### src/rtl/clm_pkg.sv
// Shared types, constants and helpers for the cursor list manager.
// No dependencies; every other file imports this package.
package clm_pkg;

    // Store geometry
    localparam int ENTRIES   = 16;
    localparam int WORD_BITS = 64;
    localparam int ADDR_W    = (ENTRIES > 1) ? $clog2(ENTRIES) : 1;
    localparam int IDX_W     = $clog2(ENTRIES + 1);

    // Fixed field widths of the beats
    localparam int CMD_W    = 2;
    localparam int VALUE_W  = 64;
    localparam int STATUS_W = 2;
    localparam int COUNT_W  = 5;

    localparam logic [IDX_W-1:0] NULL_IDX  = IDX_W'(ENTRIES);
    localparam logic [IDX_W-1:0] LAST_STEP = IDX_W'(ENTRIES - 1);

    typedef enum logic [CMD_W-1:0] {
        CMD_INS_HEAD = 2'd0,
        CMD_INS_TAIL = 2'd1,
        CMD_DELETE   = 2'd2,
        CMD_READ     = 2'd3
    } cmd_e;

    typedef enum logic [STATUS_W-1:0] {
        STAT_OK    = 2'd0,
        STAT_FULL  = 2'd1,
        STAT_EMPTY = 2'd2
    } status_e;

    typedef enum logic [2:0] {
        ST_IDLE,
        ST_TAIL,
        ST_DEL_RD,
        ST_DEL_CMP,
        ST_RD_RD,
        ST_RD_OUT,
        ST_EMIT
    } state_e;

    typedef struct packed {
        logic [CMD_W-1:0]   cmd;
        logic [VALUE_W-1:0] value;
    } in_item_t;

    typedef struct packed {
        logic [STATUS_W-1:0] status;
        logic [VALUE_W-1:0]  entry_value;
        logic [COUNT_W-1:0]  removed_count;
        logic [COUNT_W-1:0]  list_length;
        logic                last;
    } out_item_t;

    typedef struct packed {
        logic              en;
        logic [ADDR_W-1:0] addr;
        logic [IDX_W-1:0]  data;
    } link_wr_t;

    typedef struct packed {
        logic                 en;
        logic [ADDR_W-1:0]    addr;
        logic [WORD_BITS-1:0] data;
    } word_wr_t;

    typedef struct packed {
        logic              en;
        logic [ADDR_W-1:0] addr;
    } word_rd_t;

    // Result of the shared walk/compare unit
    typedef struct packed {
        logic [IDX_W-1:0] nx;
        logic             nx_null;
        logic             match;
        logic             step_last;
        logic             step_end;
    } walk_t;

    // Any link at or above the null code counts as null
    function automatic logic [IDX_W-1:0] idx_clamp(input logic [IDX_W-1:0] x);
        return (x >= NULL_IDX) ? NULL_IDX : x;
    endfunction

endpackage

### src/rtl/clm_node_store.sv
// Node store: entry-word memory with registered read, and link flops.
// Depends on clm_pkg.
module clm_node_store import clm_pkg::*; (
    input  logic                 aclk,
    input  logic                 aresetn,
    input  word_wr_t             word_wr,
    input  word_rd_t             word_rd,
    output logic [WORD_BITS-1:0] word_rdata,
    input  link_wr_t             link_wr_a,
    input  link_wr_t             link_wr_b,
    input  logic [IDX_W-1:0]     link_raddr,
    output logic [IDX_W-1:0]     link_rdata
);

    logic [WORD_BITS-1:0] word_mem [ENTRIES];
    logic [IDX_W-1:0]     link_reg [ENTRIES];

    always_ff @(posedge aclk) begin
        if (word_wr.en) begin
            word_mem[word_wr.addr] <= word_wr.data;
        end
        if (word_rd.en) begin
            word_rdata <= word_mem[word_rd.addr];
        end
    end

    // links reset to the initial free chain: i -> i-1, entry 0 null
    always_ff @(posedge aclk) begin
        if (!aresetn) begin
            for (int i = 0; i < ENTRIES; i++) begin
                link_reg[i] <= (i == 0) ? NULL_IDX : IDX_W'(i - 1);
            end
        end else begin
            if (link_wr_a.en) begin
                link_reg[link_wr_a.addr] <= link_wr_a.data;
            end
            if (link_wr_b.en) begin
                link_reg[link_wr_b.addr] <= link_wr_b.data;
            end
        end
    end

    assign link_rdata = (link_raddr >= NULL_IDX) ? NULL_IDX
                                                 : link_reg[link_raddr[ADDR_W-1:0]];

endmodule

### src/rtl/clm_walk_unit.sv
// Shared walk unit: link clamp, word equality compare and step-limit checks.
// Depends on clm_pkg.
module clm_walk_unit import clm_pkg::*; (
    input  logic [IDX_W-1:0]     link_rdata,
    input  logic [WORD_BITS-1:0] word_rdata,
    input  logic [WORD_BITS-1:0] key,
    input  logic [IDX_W-1:0]     steps,
    output walk_t                walk
);

    always_comb begin
        walk.nx        = idx_clamp(link_rdata);
        walk.nx_null   = (walk.nx == NULL_IDX);
        walk.match     = (word_rdata == key);
        walk.step_last = (steps == LAST_STEP);
        walk.step_end  = (steps == NULL_IDX);
    end

endmodule

### src/rtl/clm_seq.sv
// Command sequencer: list/free heads, entry count and the per-node walk.
// Depends on clm_pkg; drives clm_node_store and uses clm_walk_unit.
module clm_seq import clm_pkg::*; (
    input  logic                 aclk,
    input  logic                 aresetn,
    input  logic                 s_valid,
    input  in_item_t             s_data,
    output logic                 s_ready,
    input  logic                 slot_free,
    input  walk_t                walk,
    input  logic [WORD_BITS-1:0] word_rdata,
    output logic [WORD_BITS-1:0] key,
    output logic [IDX_W-1:0]     steps,
    output logic [IDX_W-1:0]     link_raddr,
    output link_wr_t             link_wr_a,
    output link_wr_t             link_wr_b,
    output word_wr_t             word_wr,
    output word_rd_t             word_rd,
    output logic                 res_push,
    output out_item_t            res
);

    state_e                state_reg,   state_next;
    logic [IDX_W-1:0]      head_reg,    head_next;
    logic [IDX_W-1:0]      free_reg,    free_next;
    logic [IDX_W-1:0]      count_reg,   count_next;
    logic [IDX_W-1:0]      cur_reg,     cur_next;
    logic [IDX_W-1:0]      prev_reg,    prev_next;
    logic [IDX_W-1:0]      steps_reg,   steps_next;
    logic [IDX_W-1:0]      removed_reg, removed_next;
    logic [ADDR_W-1:0]     new_reg,     new_next;
    logic [WORD_BITS-1:0]  key_reg,     key_next;
    logic [STATUS_W-1:0]   status_reg,  status_next;

    logic                  accept;
    logic [IDX_W-1:0]      head_c;
    logic [IDX_W-1:0]      count_inc;
    logic [IDX_W-1:0]      count_dec;
    logic [ADDR_W-1:0]     free_addr;

    assign s_ready   = (state_reg == ST_IDLE);
    assign accept    = s_valid && s_ready;
    assign head_c    = idx_clamp(head_reg);
    assign count_inc = (count_reg < NULL_IDX) ? count_reg + IDX_W'(1) : count_reg;
    assign count_dec = (count_reg != '0) ? count_reg - IDX_W'(1) : count_reg;
    assign free_addr = free_reg[ADDR_W-1:0];
    assign key       = key_reg;
    assign steps     = steps_reg;
    // in idle the link port looks ahead along the free chain
    assign link_raddr = (state_reg == ST_IDLE) ? free_reg : cur_reg;

    // next state
    always_comb begin
        state_next = state_reg;
        unique case (state_reg)
            ST_IDLE: begin
                if (accept) begin
                    unique case (cmd_e'(s_data.cmd))
                        CMD_INS_HEAD: state_next = ST_EMIT;
                        CMD_INS_TAIL: begin
                            if (free_reg == NULL_IDX || head_c == NULL_IDX
                                || head_c == free_reg) begin
                                state_next = ST_EMIT;
                            end else begin
                                state_next = ST_TAIL;
                            end
                        end
                        CMD_DELETE:   state_next = ST_DEL_RD;
                        CMD_READ:     state_next = (head_c == NULL_IDX) ? ST_EMIT : ST_RD_RD;
                        default:      state_next = ST_IDLE;
                    endcase
                end
            end
            ST_TAIL: begin
                if (walk.nx_null || walk.nx[ADDR_W-1:0] == new_reg || walk.step_last) begin
                    state_next = ST_EMIT;
                end
            end
            ST_DEL_RD: begin
                state_next = (cur_reg == NULL_IDX || walk.step_end) ? ST_EMIT : ST_DEL_CMP;
            end
            ST_DEL_CMP: state_next = ST_DEL_RD;
            ST_RD_RD:   state_next = ST_RD_OUT;
            ST_RD_OUT: begin
                if (slot_free) begin
                    state_next = (walk.nx_null || walk.step_last) ? ST_IDLE : ST_RD_RD;
                end
            end
            ST_EMIT: begin
                if (slot_free) begin
                    state_next = ST_IDLE;
                end
            end
            default: state_next = ST_IDLE;
        endcase
    end

    // datapath controls and register updates
    always_comb begin
        head_next    = head_reg;
        free_next    = free_reg;
        count_next   = count_reg;
        cur_next     = cur_reg;
        prev_next    = prev_reg;
        steps_next   = steps_reg;
        removed_next = removed_reg;
        new_next     = new_reg;
        key_next     = key_reg;
        status_next  = status_reg;
        link_wr_a    = '0;
        link_wr_b    = '0;
        word_wr      = '0;
        word_rd      = '0;
        res_push     = 1'b0;
        res          = '0;

        unique case (state_reg)
            ST_IDLE: begin
                if (accept) begin
                    removed_next = '0;
                    steps_next   = '0;
                    status_next  = STAT_OK;
                    key_next     = s_data.value[WORD_BITS-1:0];
                    unique case (cmd_e'(s_data.cmd))
                        CMD_INS_HEAD, CMD_INS_TAIL: begin
                            if (free_reg == NULL_IDX) begin
                                status_next = STAT_FULL;
                            end else begin
                                word_wr.en   = 1'b1;
                                word_wr.addr = free_addr;
                                word_wr.data = s_data.value[WORD_BITS-1:0];
                                free_next    = walk.nx;
                                new_next     = free_addr;
                                link_wr_a.en   = 1'b1;
                                link_wr_a.addr = free_addr;
                                if (cmd_e'(s_data.cmd) == CMD_INS_HEAD) begin
                                    link_wr_a.data = head_c;
                                    head_next      = free_reg;
                                    count_next     = count_inc;
                                end else begin
                                    link_wr_a.data = NULL_IDX;
                                    if (head_c == NULL_IDX || head_c == free_reg) begin
                                        head_next  = free_reg;
                                        count_next = count_inc;
                                    end else begin
                                        cur_next = head_c;
                                    end
                                end
                            end
                        end
                        CMD_DELETE: begin
                            prev_next = NULL_IDX;
                            cur_next  = head_c;
                        end
                        CMD_READ: begin
                            cur_next = head_c;
                            if (head_c == NULL_IDX) begin
                                status_next = STAT_EMPTY;
                            end
                        end
                        default: ;
                    endcase
                end
            end
            ST_TAIL: begin
                if (walk.nx_null || walk.nx[ADDR_W-1:0] == new_reg) begin
                    link_wr_a.en   = 1'b1;
                    link_wr_a.addr = cur_reg[ADDR_W-1:0];
                    link_wr_a.data = IDX_W'(new_reg);
                    count_next     = count_inc;
                end else if (walk.step_last) begin
                    // walk bound reached: the last node stepped to takes the link
                    link_wr_a.en   = 1'b1;
                    link_wr_a.addr = walk.nx[ADDR_W-1:0];
                    link_wr_a.data = IDX_W'(new_reg);
                    count_next     = count_inc;
                end else begin
                    cur_next   = walk.nx;
                    steps_next = steps_reg + IDX_W'(1);
                end
            end
            ST_DEL_RD: begin
                if (!(cur_reg == NULL_IDX || walk.step_end)) begin
                    word_rd.en   = 1'b1;
                    word_rd.addr = cur_reg[ADDR_W-1:0];
                end
            end
            ST_DEL_CMP: begin
                if (walk.match) begin
                    if (prev_reg == NULL_IDX) begin
                        head_next = walk.nx;
                    end else begin
                        link_wr_a.en   = 1'b1;
                        link_wr_a.addr = prev_reg[ADDR_W-1:0];
                        link_wr_a.data = walk.nx;
                    end
                    link_wr_b.en   = 1'b1;
                    link_wr_b.addr = cur_reg[ADDR_W-1:0];
                    link_wr_b.data = idx_clamp(free_reg);
                    free_next      = cur_reg;
                    removed_next   = removed_reg + IDX_W'(1);
                    count_next     = count_dec;
                end else begin
                    prev_next = cur_reg;
                end
                cur_next   = walk.nx;
                steps_next = steps_reg + IDX_W'(1);
            end
            ST_RD_RD: begin
                word_rd.en   = 1'b1;
                word_rd.addr = cur_reg[ADDR_W-1:0];
            end
            ST_RD_OUT: begin
                if (slot_free) begin
                    res_push          = 1'b1;
                    res.status        = STAT_OK;
                    res.entry_value   = VALUE_W'(word_rdata);
                    res.list_length   = COUNT_W'(count_reg);
                    res.last          = walk.nx_null || walk.step_last;
                    cur_next          = walk.nx;
                    steps_next        = steps_reg + IDX_W'(1);
                end
            end
            ST_EMIT: begin
                if (slot_free) begin
                    res_push          = 1'b1;
                    res.status        = status_reg;
                    res.removed_count = COUNT_W'(removed_reg);
                    res.list_length   = COUNT_W'(count_reg);
                    res.last          = 1'b1;
                end
            end
            default: ;
        endcase
    end

    always_ff @(posedge aclk) begin
        if (!aresetn) begin
            state_reg <= ST_IDLE;
            head_reg  <= NULL_IDX;
            free_reg  <= LAST_STEP;
            count_reg <= '0;
        end else begin
            state_reg <= state_next;
            head_reg  <= head_next;
            free_reg  <= free_next;
            count_reg <= count_next;
        end
    end

    always_ff @(posedge aclk) begin
        cur_reg     <= cur_next;
        prev_reg    <= prev_next;
        steps_reg   <= steps_next;
        removed_reg <= removed_next;
        new_reg     <= new_next;
        key_reg     <= key_next;
        status_reg  <= status_next;
    end

    // entry count never runs past the store size
    a_count_range: assert property (@(posedge aclk) disable iff (!aresetn)
        count_reg <= NULL_IDX)
        else $error("entry count out of range");

    // a result is only pushed into a free output slot
    a_push_slot: assert property (@(posedge aclk) disable iff (!aresetn)
        res_push |-> slot_free)
        else $error("result pushed into occupied slot");

    // every compare step follows its word read
    a_cmp_after_rd: assert property (@(posedge aclk) disable iff (!aresetn)
        (state_reg == ST_DEL_CMP) |-> ($past(state_reg) == ST_DEL_RD))
        else $error("compare without preceding read");

    // list and free chains never share a head node
    a_heads_apart: assert property (@(posedge aclk) disable iff (!aresetn)
        (head_reg != NULL_IDX) |-> (head_reg != free_reg))
        else $error("list head equals free head");

endmodule

### src/rtl/cursor_list_manager_core.sv
// Top level of the cursor list manager: sequencer, walk unit, node store
// and the result output register. Depends on clm_pkg and all clm_* modules.
//
//  Channel | Ports                      | Payload    | Beats per command
//  --------+----------------------------+------------+-----------------------------
//  input   | s_valid, s_ready, s_data   | in_item_t  | 1
//  result  | m_valid, m_ready, m_data   | out_item_t | 1, or 1..ENTRIES on a read
//
//  Steps: head insert, full insert and empty read go straight to the result beat;
//  tail insert walks to the last node; delete reads, then compares each node; read
//  reads each node, then puts out its beat. The per-node steps are set by the
//  single link port and the registered read of the entry-word memory.
//  Reset: synchronous, active low; the link flops load the initial free chain
//  at once, so there is no clearing pass. Entry words are not reset.
//  Stalls: s_ready is high only while the sequencer is idle; a held result
//  beat in the output register stalls the sequencer, which keeps s_ready low.
module cursor_list_manager_core import clm_pkg::*; (
    input  logic      aclk,
    input  logic      aresetn,
    input  logic      s_valid,
    output logic      s_ready,
    input  in_item_t  s_data,
    output logic      m_valid,
    input  logic      m_ready,
    output out_item_t m_data
);

    walk_t                walk;
    link_wr_t             link_wr_a;
    link_wr_t             link_wr_b;
    word_wr_t             word_wr;
    word_rd_t             word_rd;
    logic [WORD_BITS-1:0] word_rdata;
    logic [WORD_BITS-1:0] key;
    logic [IDX_W-1:0]     steps;
    logic [IDX_W-1:0]     link_raddr;
    logic [IDX_W-1:0]     link_rdata;
    logic                 res_push;
    out_item_t            res;
    logic                 slot_free;

    logic                 m_valid_reg;
    out_item_t            m_data_reg;

    // slot frees up in the same cycle the held beat is taken
    assign slot_free = !m_valid_reg || m_ready;

    clm_seq u_seq (
        .aclk       (aclk),
        .aresetn    (aresetn),
        .s_valid    (s_valid),
        .s_data     (s_data),
        .s_ready    (s_ready),
        .slot_free  (slot_free),
        .walk       (walk),
        .word_rdata (word_rdata),
        .key        (key),
        .steps      (steps),
        .link_raddr (link_raddr),
        .link_wr_a  (link_wr_a),
        .link_wr_b  (link_wr_b),
        .word_wr    (word_wr),
        .word_rd    (word_rd),
        .res_push   (res_push),
        .res        (res)
    );

    clm_walk_unit u_walk (
        .link_rdata (link_rdata),
        .word_rdata (word_rdata),
        .key        (key),
        .steps      (steps),
        .walk       (walk)
    );

    clm_node_store u_store (
        .aclk       (aclk),
        .aresetn    (aresetn),
        .word_wr    (word_wr),
        .word_rd    (word_rd),
        .word_rdata (word_rdata),
        .link_wr_a  (link_wr_a),
        .link_wr_b  (link_wr_b),
        .link_raddr (link_raddr),
        .link_rdata (link_rdata)
    );

    // result output register
    always_ff @(posedge aclk) begin
        if (!aresetn) begin
            m_valid_reg <= 1'b0;
        end else if (res_push) begin
            m_valid_reg <= 1'b1;
        end else if (m_ready) begin
            m_valid_reg <= 1'b0;
        end
    end

    always_ff @(posedge aclk) begin
        if (res_push) begin
            m_data_reg <= res;
        end
    end

    assign m_valid = m_valid_reg;
    assign m_data  = m_data_reg;

endmodule

### config.mk
export PLATFORM = sky130hd
export DESIGN_NAME = cursor_list_manager_core
export DESIGN_NICKNAME = d
export VERILOG_FILES = /design/src/rtl/clm_pkg.sv /design/src/rtl/clm_node_store.sv /design/src/rtl/clm_walk_unit.sv /design/src/rtl/clm_seq.sv /design/src/rtl/cursor_list_manager_core.sv
export SDC_FILE = /design/constraint.sdc
export NUM_CORES = 2
export LEC_CHECK = 0
export ABC_AREA = 0
export BUFFER_PORTS_ARGS = -buffer_cell sky130_fd_sc_hd__buf_4
export CAP_MARGIN = 30
export CORE_ASPECT_RATIO = 0.8
export CORE_MARGIN = 5
export CORE_UTILIZATION = 41
export DETAILED_ROUTE_END_ITERATION = 10
export GPL_ROUTABILITY_DRIVEN = 1
export HOLD_SLACK_MARGIN = 0.05
export PLACE_DENSITY = 0.53
export SLEW_MARGIN = 25
export SYNTH_ARGS = -nofsm -noshare
export SYNTH_HDL_FRONTEND = slang
export SYNTH_SLANG_ARGS = --single-unit
### constraint.sdc
create_clock -name aclk -period 11.6 [get_ports aclk]
set_clock_uncertainty 0.15 [all_clocks]
set_input_delay 2.32 -clock aclk [delete_from_list [all_inputs] [get_ports aclk]]
set_output_delay 2.32 -clock aclk [all_outputs]
set_load 0.1 [all_outputs]
==> Word level (Yosys, flattened, before mapping) <==
Memories as Yosys holds them, arrays and structs flattened. A register that Yosys moved wholly into a read port is not among the register bits.
Cells that the tools add are included.
{ "op_classes": {"addsub": 4, "multipliers": 0, "div": 0, "n_lt_le_gt_ge": 5, "n_eq_ne": 37, "n_shift": 0, "n_mux": 103, "bitwise": 1, "reduce_logical": 34} }
{ "op_table": {"columns": ["op", "count"], "rows": [
  ["$mux W69", 4],
  ["$mux W5", 45],
  ["$mux W10", 9],
  ["$eq A64 B64 Y1", 1],
  ["$pmux W5 S2", 6],
  ["$pmux W5 S4", 2],
  ["$eq A5 B5 Y1 const B", 6],
  ["$pmux W10 S3", 1],
  ["$mux W3", 7],
  ["$pmux W3 S7", 1],
  ["$ge A5 B5 Y1 const B", 4],
  ["$ne A2 B2 Y1 const B", 9],
  ["$mux W1", 16],
  ["$reduce_and A8 Y1", 2],
  ["$add A5 B1 Y5 const B", 3],
  ["$pmux W5 S3", 1],
  ["$mux W6", 2],
  ["$ne A3 B3 Y1 const B", 4],
  ["$pmux W3 S4", 1],
  ["$pmux W6 S2", 1],
  ["$reduce_and A4 Y1", 3],
  ["$reduce_and A5 Y1", 2],
  ["$reduce_or A5 Y1", 2],
  ["$eq A3 B3 Y1 const B", 3],
  ["other kinds (28)", 49]
]} }
{ "word_totals": {"regBits": 186, "latch_bits": 0, "ramBits": 1104, "romBits": 0, "inputBits": 70, "out_inout_bits": 79, "wordCells": 203, "memories": 2} }
{ "memory_table": {"columns": ["memory", "words", "width", "rd", "rd_ports_with_merged_regs", "wr", "line_no", "source"], "rows": [
  ["u_store.word_mem", 16, 64, 1, 1, 1, "clm_node_store.sv:15", "logic [WORD_BITS-1:0] word_mem [ENTRIES];"],
  ["u_store.link_reg", 16, 5, 1, 0, 16, "clm_node_store.sv:16", "logic [IDX_W-1:0] link_reg [ENTRIES];"]
]} }

==> Logic depth before layout (Yosys ltp) <==
{ "depth": {"depth_word": 15, "mapped_depth": 18, "ltp_nobuf": 12} }

==> Modules after synthesis <==
A second synthesis with hierarchy kept.
{ "unflattened": {"hier_cells": 2707, "hier_area_um2": 53531.3} }
{ "modules_own_cells": {"columns": ["mod", "instances", "cells_each", "area_each_um2", "seq_area_each_um2"], "rows": [
  ["clm_node_store", 1, 1977, 44647.8, 35073.6],
  ["clm_seq", 1, 554, 5769.3, 3062.9],
  ["cursor_list_manager_core", 1, 81, 2361.0, 2332.2],
  ["clm_walk_unit", 1, 95, 753.2, 0.0]
]} }

==> Worst setup path after synthesis <==
Ideal clock, no wire load.
{ "synth_timing": {"path_kind": "input -> register", "start": "input port s_data[65] in the netlist's numbering", "end": "memory u_store.word_mem[0][0], enable pin", "setup_ns": 0.667, "t_arrival_ns": 9.365, "required_ns": 10.783, "slack_ns": 1.418, "stages": 4, "n_path_buf": 1, "path_cell_list": "clkbuf_1 > nor2_1 > nand2_1 > nor4b_1"} }
{ "synth_between": {"elab_chain_len": 7, "word_cells_on_any_way": 8, "classes_between": "eq/ne: 1; mux: 5; reduce/logical: 2"} }
{ "synth_lines": {"columns": ["item", "line_no", "source"], "rows": [
  ["start: declaration", "cursor_list_manager_core.sv:22", "input in_item_t s_data,"],
  ["$eq A2 B1 Y1 / $logic_not A2 Y1 (equally long branches)", "clm_seq.sv:124", "unique case (cmd_e'(s_data.cmd))"],
  ["$reduce_or A2 Y1 *", "clm_seq.sv:124", null],
  ["$mux W69 *", "clm_seq.sv:124", null],
  ["$mux W69 *", "clm_seq.sv:119", "if (accept) begin"],
  ["$mux W69 *", "clm_seq.sv:117", "unique case (state_reg)"],
  ["$mux W1", "clm_node_store.sv:19", "if (word_wr.en) begin"],
  ["$mux W1 (not written as such)", "clm_node_store.sv:20", "word_mem[word_wr.addr] <= word_wr.data;"],
  ["end: declaration", "clm_node_store.sv:15", null]
]} }
Mark *: on every way between the ends. The rest lies on a longest branch, timed or not.

==> flow_summary.ini <==
[outcome]
status = finished clean

[detailed_routing]
viasPerCell = 5.90
wl_per_cell_um = 30.6
wl_mm = 161
vias = 31000
drc = 0
drt_iter0_drc = 3576
drtPass1Iterations = 5
detail-route-antenna-nets = 0

[worst_setup_path]
crit_arrival_ns = 6.80
r2r-start = u_seq.state_reg[1]$_SDFFE_PN0P_
crit_start = u_seq.state_reg[1]$_SDFFE_PN0P_
required_ns = 11.84
crit_path_end_kind = flop
crit_type = flop to flop
setup.worst_path.end = u_store.link_reg[8][3]$_DFFE_PP_
r2r_cells = 11
rr_endpoint = u_store.link_reg[8][3]$_DFFE_PP_
critPathMaxFanout = 28
reg2reg_slack_ns = 5.04
critPathLaunchType = flop

[pwr]
switchingPower_mw = 5.57
vdd_drop_max_mv = 0.175
pwr-share-seq_pct = 40.3
p_int_mw = 10.1
p_comb_share_pct = 33.0
p_per_area_nw_per_um2 = 248
p_clk_share_pct = 26.7
p_leak_nw = 21.0
swShare_pct = 35.6
fin_total_pwr_mw = 15.6

[logic_synthesis]
ys_ff_latch = 1354
synth_nets = 3306
synth-edff-count = 1335
synth_cell_types = 85
async_flop_share_pct = 0
ys_seq_area_share_pct = 73.3
synth_area_sq_um = 55200
yosys-top-cells-area = edfxtp_1, mux4_2, mux2i_1
synth_top_area_cell = edfxtp_1
synth_top_area_share_pct = 72.6
yosys_warnings = 0
yosys_most_used_dff = edfxtp_1
synthCells = 3227
syn_avg_cell_area_sq_um = 17.1

[clock_network]
root_buffer = clkbuf_16
ctsLongestPathBuffers = 3
clock_latency_ns = 0.76
postCtsResizedCells = 0
cts_tree = yes
post_cts_buffers = 0
clock_sinks = 1354
holdBufCountCts = 0
path_clk_slew_ns = 0.05
cts_inserted_buffers = 139
cts_htree_levels = 4

[hold_path]
hp-start = u_seq.count_reg[3]$_SDFFE_PN0P_
worstHoldPathType = flop to flop

[layout]
fin_nets = 3463
drive_gt1_share_pct = 20.7
stdcell_count = 5258
nFillCells = 11300
largest_register_ffs = 1024
syn_to_final_growth_pct = 14.0

[place]
hpwl_mm = 92.2
dp_cells = 5004
numPortBuffers = 148
gp_congestion = 0.889

[grt]
grt_max_degree = 135
grt_pass1_wl_mm = 228
grt.overflow.total = 0
grt_pass1_vias = 30900
track_usage_pct = 22.3
antenna_found_initial = 8

[floorplan]
start_util_pct = 41.3
fp.dieArea_sq_um = 142000
chipWidth_um = 420
die_h_um = 338
ioPinCount = 149
core_region_area_sq_um = 134000
rows = 120

[timing]
worst_pin_slew_ns = 0.985
setup_violations = 0
finalCritPeriodShare_pct = 56.6
final-max-slew-violation-count = 0
finalCriticalPeriod_ns = 6.56
finalSetupTns_ns = 0
hold_violations = 0
rsz0062_at_grt = no
max-slew-margin-rel_pct = 34.3
fmax_mhz = 152

[job]
drv_cap = 0
## final cells by class
cell class | count | area [sq um] | share of cell area [%]
Sequential cell | 1354 | 40500 | 64.3
Multi-Input combinational cell | 1634 | 14000 | 22.2
Clock buffer | 180 | 3760 | 5.97
Tap cell | 1769 | 2210 | 3.52
Timing Repair Buffer | 233 | 2000 | 3.18
Clock inverter | 62 | 397 | 0.630
Inverter | 22 | 83.8 | 0.133
Antenna cell | 4 | 10.0 | 0.0159
## metrics by stage
stage                     utilization (%)  setup WS [ns]  instance area (sq um)  hold WS (ns)
after global routing                 47.0           4.66                  62900         0.390
after global placement               43.6           4.58                  58400         0.353
after floorplan                         -           1.42                  55200         0.253
after CTS                            46.9           4.87                  62800         0.373
after detailed placement             43.8           4.91                  58600         0.363
final                                47.0           5.04                  62900         0.371
## worst max-delay path, stage by stage, from the launching register on
cell and delay (ns):
dfxtp_1 0.95, or3_1 0.53, clkinv_2 0.47, mux2i_1 0.48, or3_1 0.20, nand4_1 0.17
a211oi_1 0.73, xnor2_1 0.26, and4_1 0.33, a22oi_2 0.42, nand3_1 0.75, o211ai_1 0.73
## per-layer routing
metal  up-vias  global-route usage, %  wire (um)
li1      13200                      -          -
met1     16200                   31.4      68400
met2      1340                   35.0      75300
met3       253                   4.68      12500
met4         4                   7.28       4630
met5         -                      0         31
## logic make-up after synthesis
kind of cell               Yosys count  share of synthesized area [%]
xor gates and xnor gates            82                           1.30
adders and majority gates            9                          0.218
DFF                               1354                           73.3
buffers and inverters              239                           1.72
muxes                              359                           11.1
and+or+nand+nor                    751                           6.70
AOI/OAI and AO/OA                  433                           5.61
## power by group through the flow
| stage | clock, mW | combinational [mW] | sequential [mW] |
|---|---|---|---|
| floorplan | 0 | 3.12 | 6.57 |
| detailed placement | 0 | 5.11 | 6.41 |
| global placement | 0 | 5.03 | 6.42 |
| finish | 4.17 | 5.15 | 6.30 |
| global route | 4.46 | 5.50 | 6.33 |
| CTS | 4.26 | 5.13 | 6.31 |
## synth_stat cells, types with 5 or more instances
library cell,number
a311oi_1,5
a21oi_1,20
dfxtp_1,19
a22oi_1,5
nand3b_1,6
o211ai_1,17
mux4_2,197
o32ai_1,6
buf_1,38
a31oi_1,134
nor2_1,179
edfxtp_1,1335
nand4_1,13
inv_1,20
nor2b_1,19
nand2_1,221
o41ai_1,9
a2111oi_0,6
o22ai_1,36
o32a_1,7
a21boi_0,6
mux2i_1,97
xor2_1,70
o21ai_0,28
a222oi_1,5
nand3_1,53
a21o_1,9
and2_1,93
nand2b_1,13
nor3_1,13
nor4_1,23
mux2_2,64
or3_1,11
xnor2_1,12
ha_1,8
a41oi_1,6
buf_2,12
o22a_1,20
and3_1,81
clkbuf_1,160
a211oi_1,69
## cell usage in the layout, fill, tap and decap left out, types with 19 or more instances in the layout
cell,netlist,layout
xor2_1,70,70
clkbuf_1,160,34
and3_1,81,81
nand3_1,53,52
a211oi_1,69,69
mux2_2,64,64
inv_1,20,20
nor2b_1,19,19
clkinv_2,1,25
buf_4,4,212
nand2_1,221,218
and2_1,93,90
dfxtp_1,19,19
mux4_2,197,197
o22a_1,20,20
edfxtp_1,1335,1335
o21ai_0,28,28
mux2i_1,97,97
nor2_1,179,169
a31oi_1,134,134
clkinv_1,1,27
o22ai_1,36,35
clkbuf_16,0,144
## worst min path at each step
stage | endpoint | cells past startpoint
finish | u_seq.count_reg[3]$_SDFFE_PN0P_ | 2
detailed placement | u_seq.count_reg[3]$_SDFFE_PN0P_ | 2
CTS | u_seq.count_reg[3]$_SDFFE_PN0P_ | 2
global route | u_seq.count_reg[4]$_SDFFE_PN0P_ | 2
global placement | u_seq.count_reg[2]$_SDFFE_PN0P_ | 2
floorplan | u_seq.new_reg[0]$_DFFE_PP_ | 0
No activity file was read; power rests on OpenSTA's default activity.
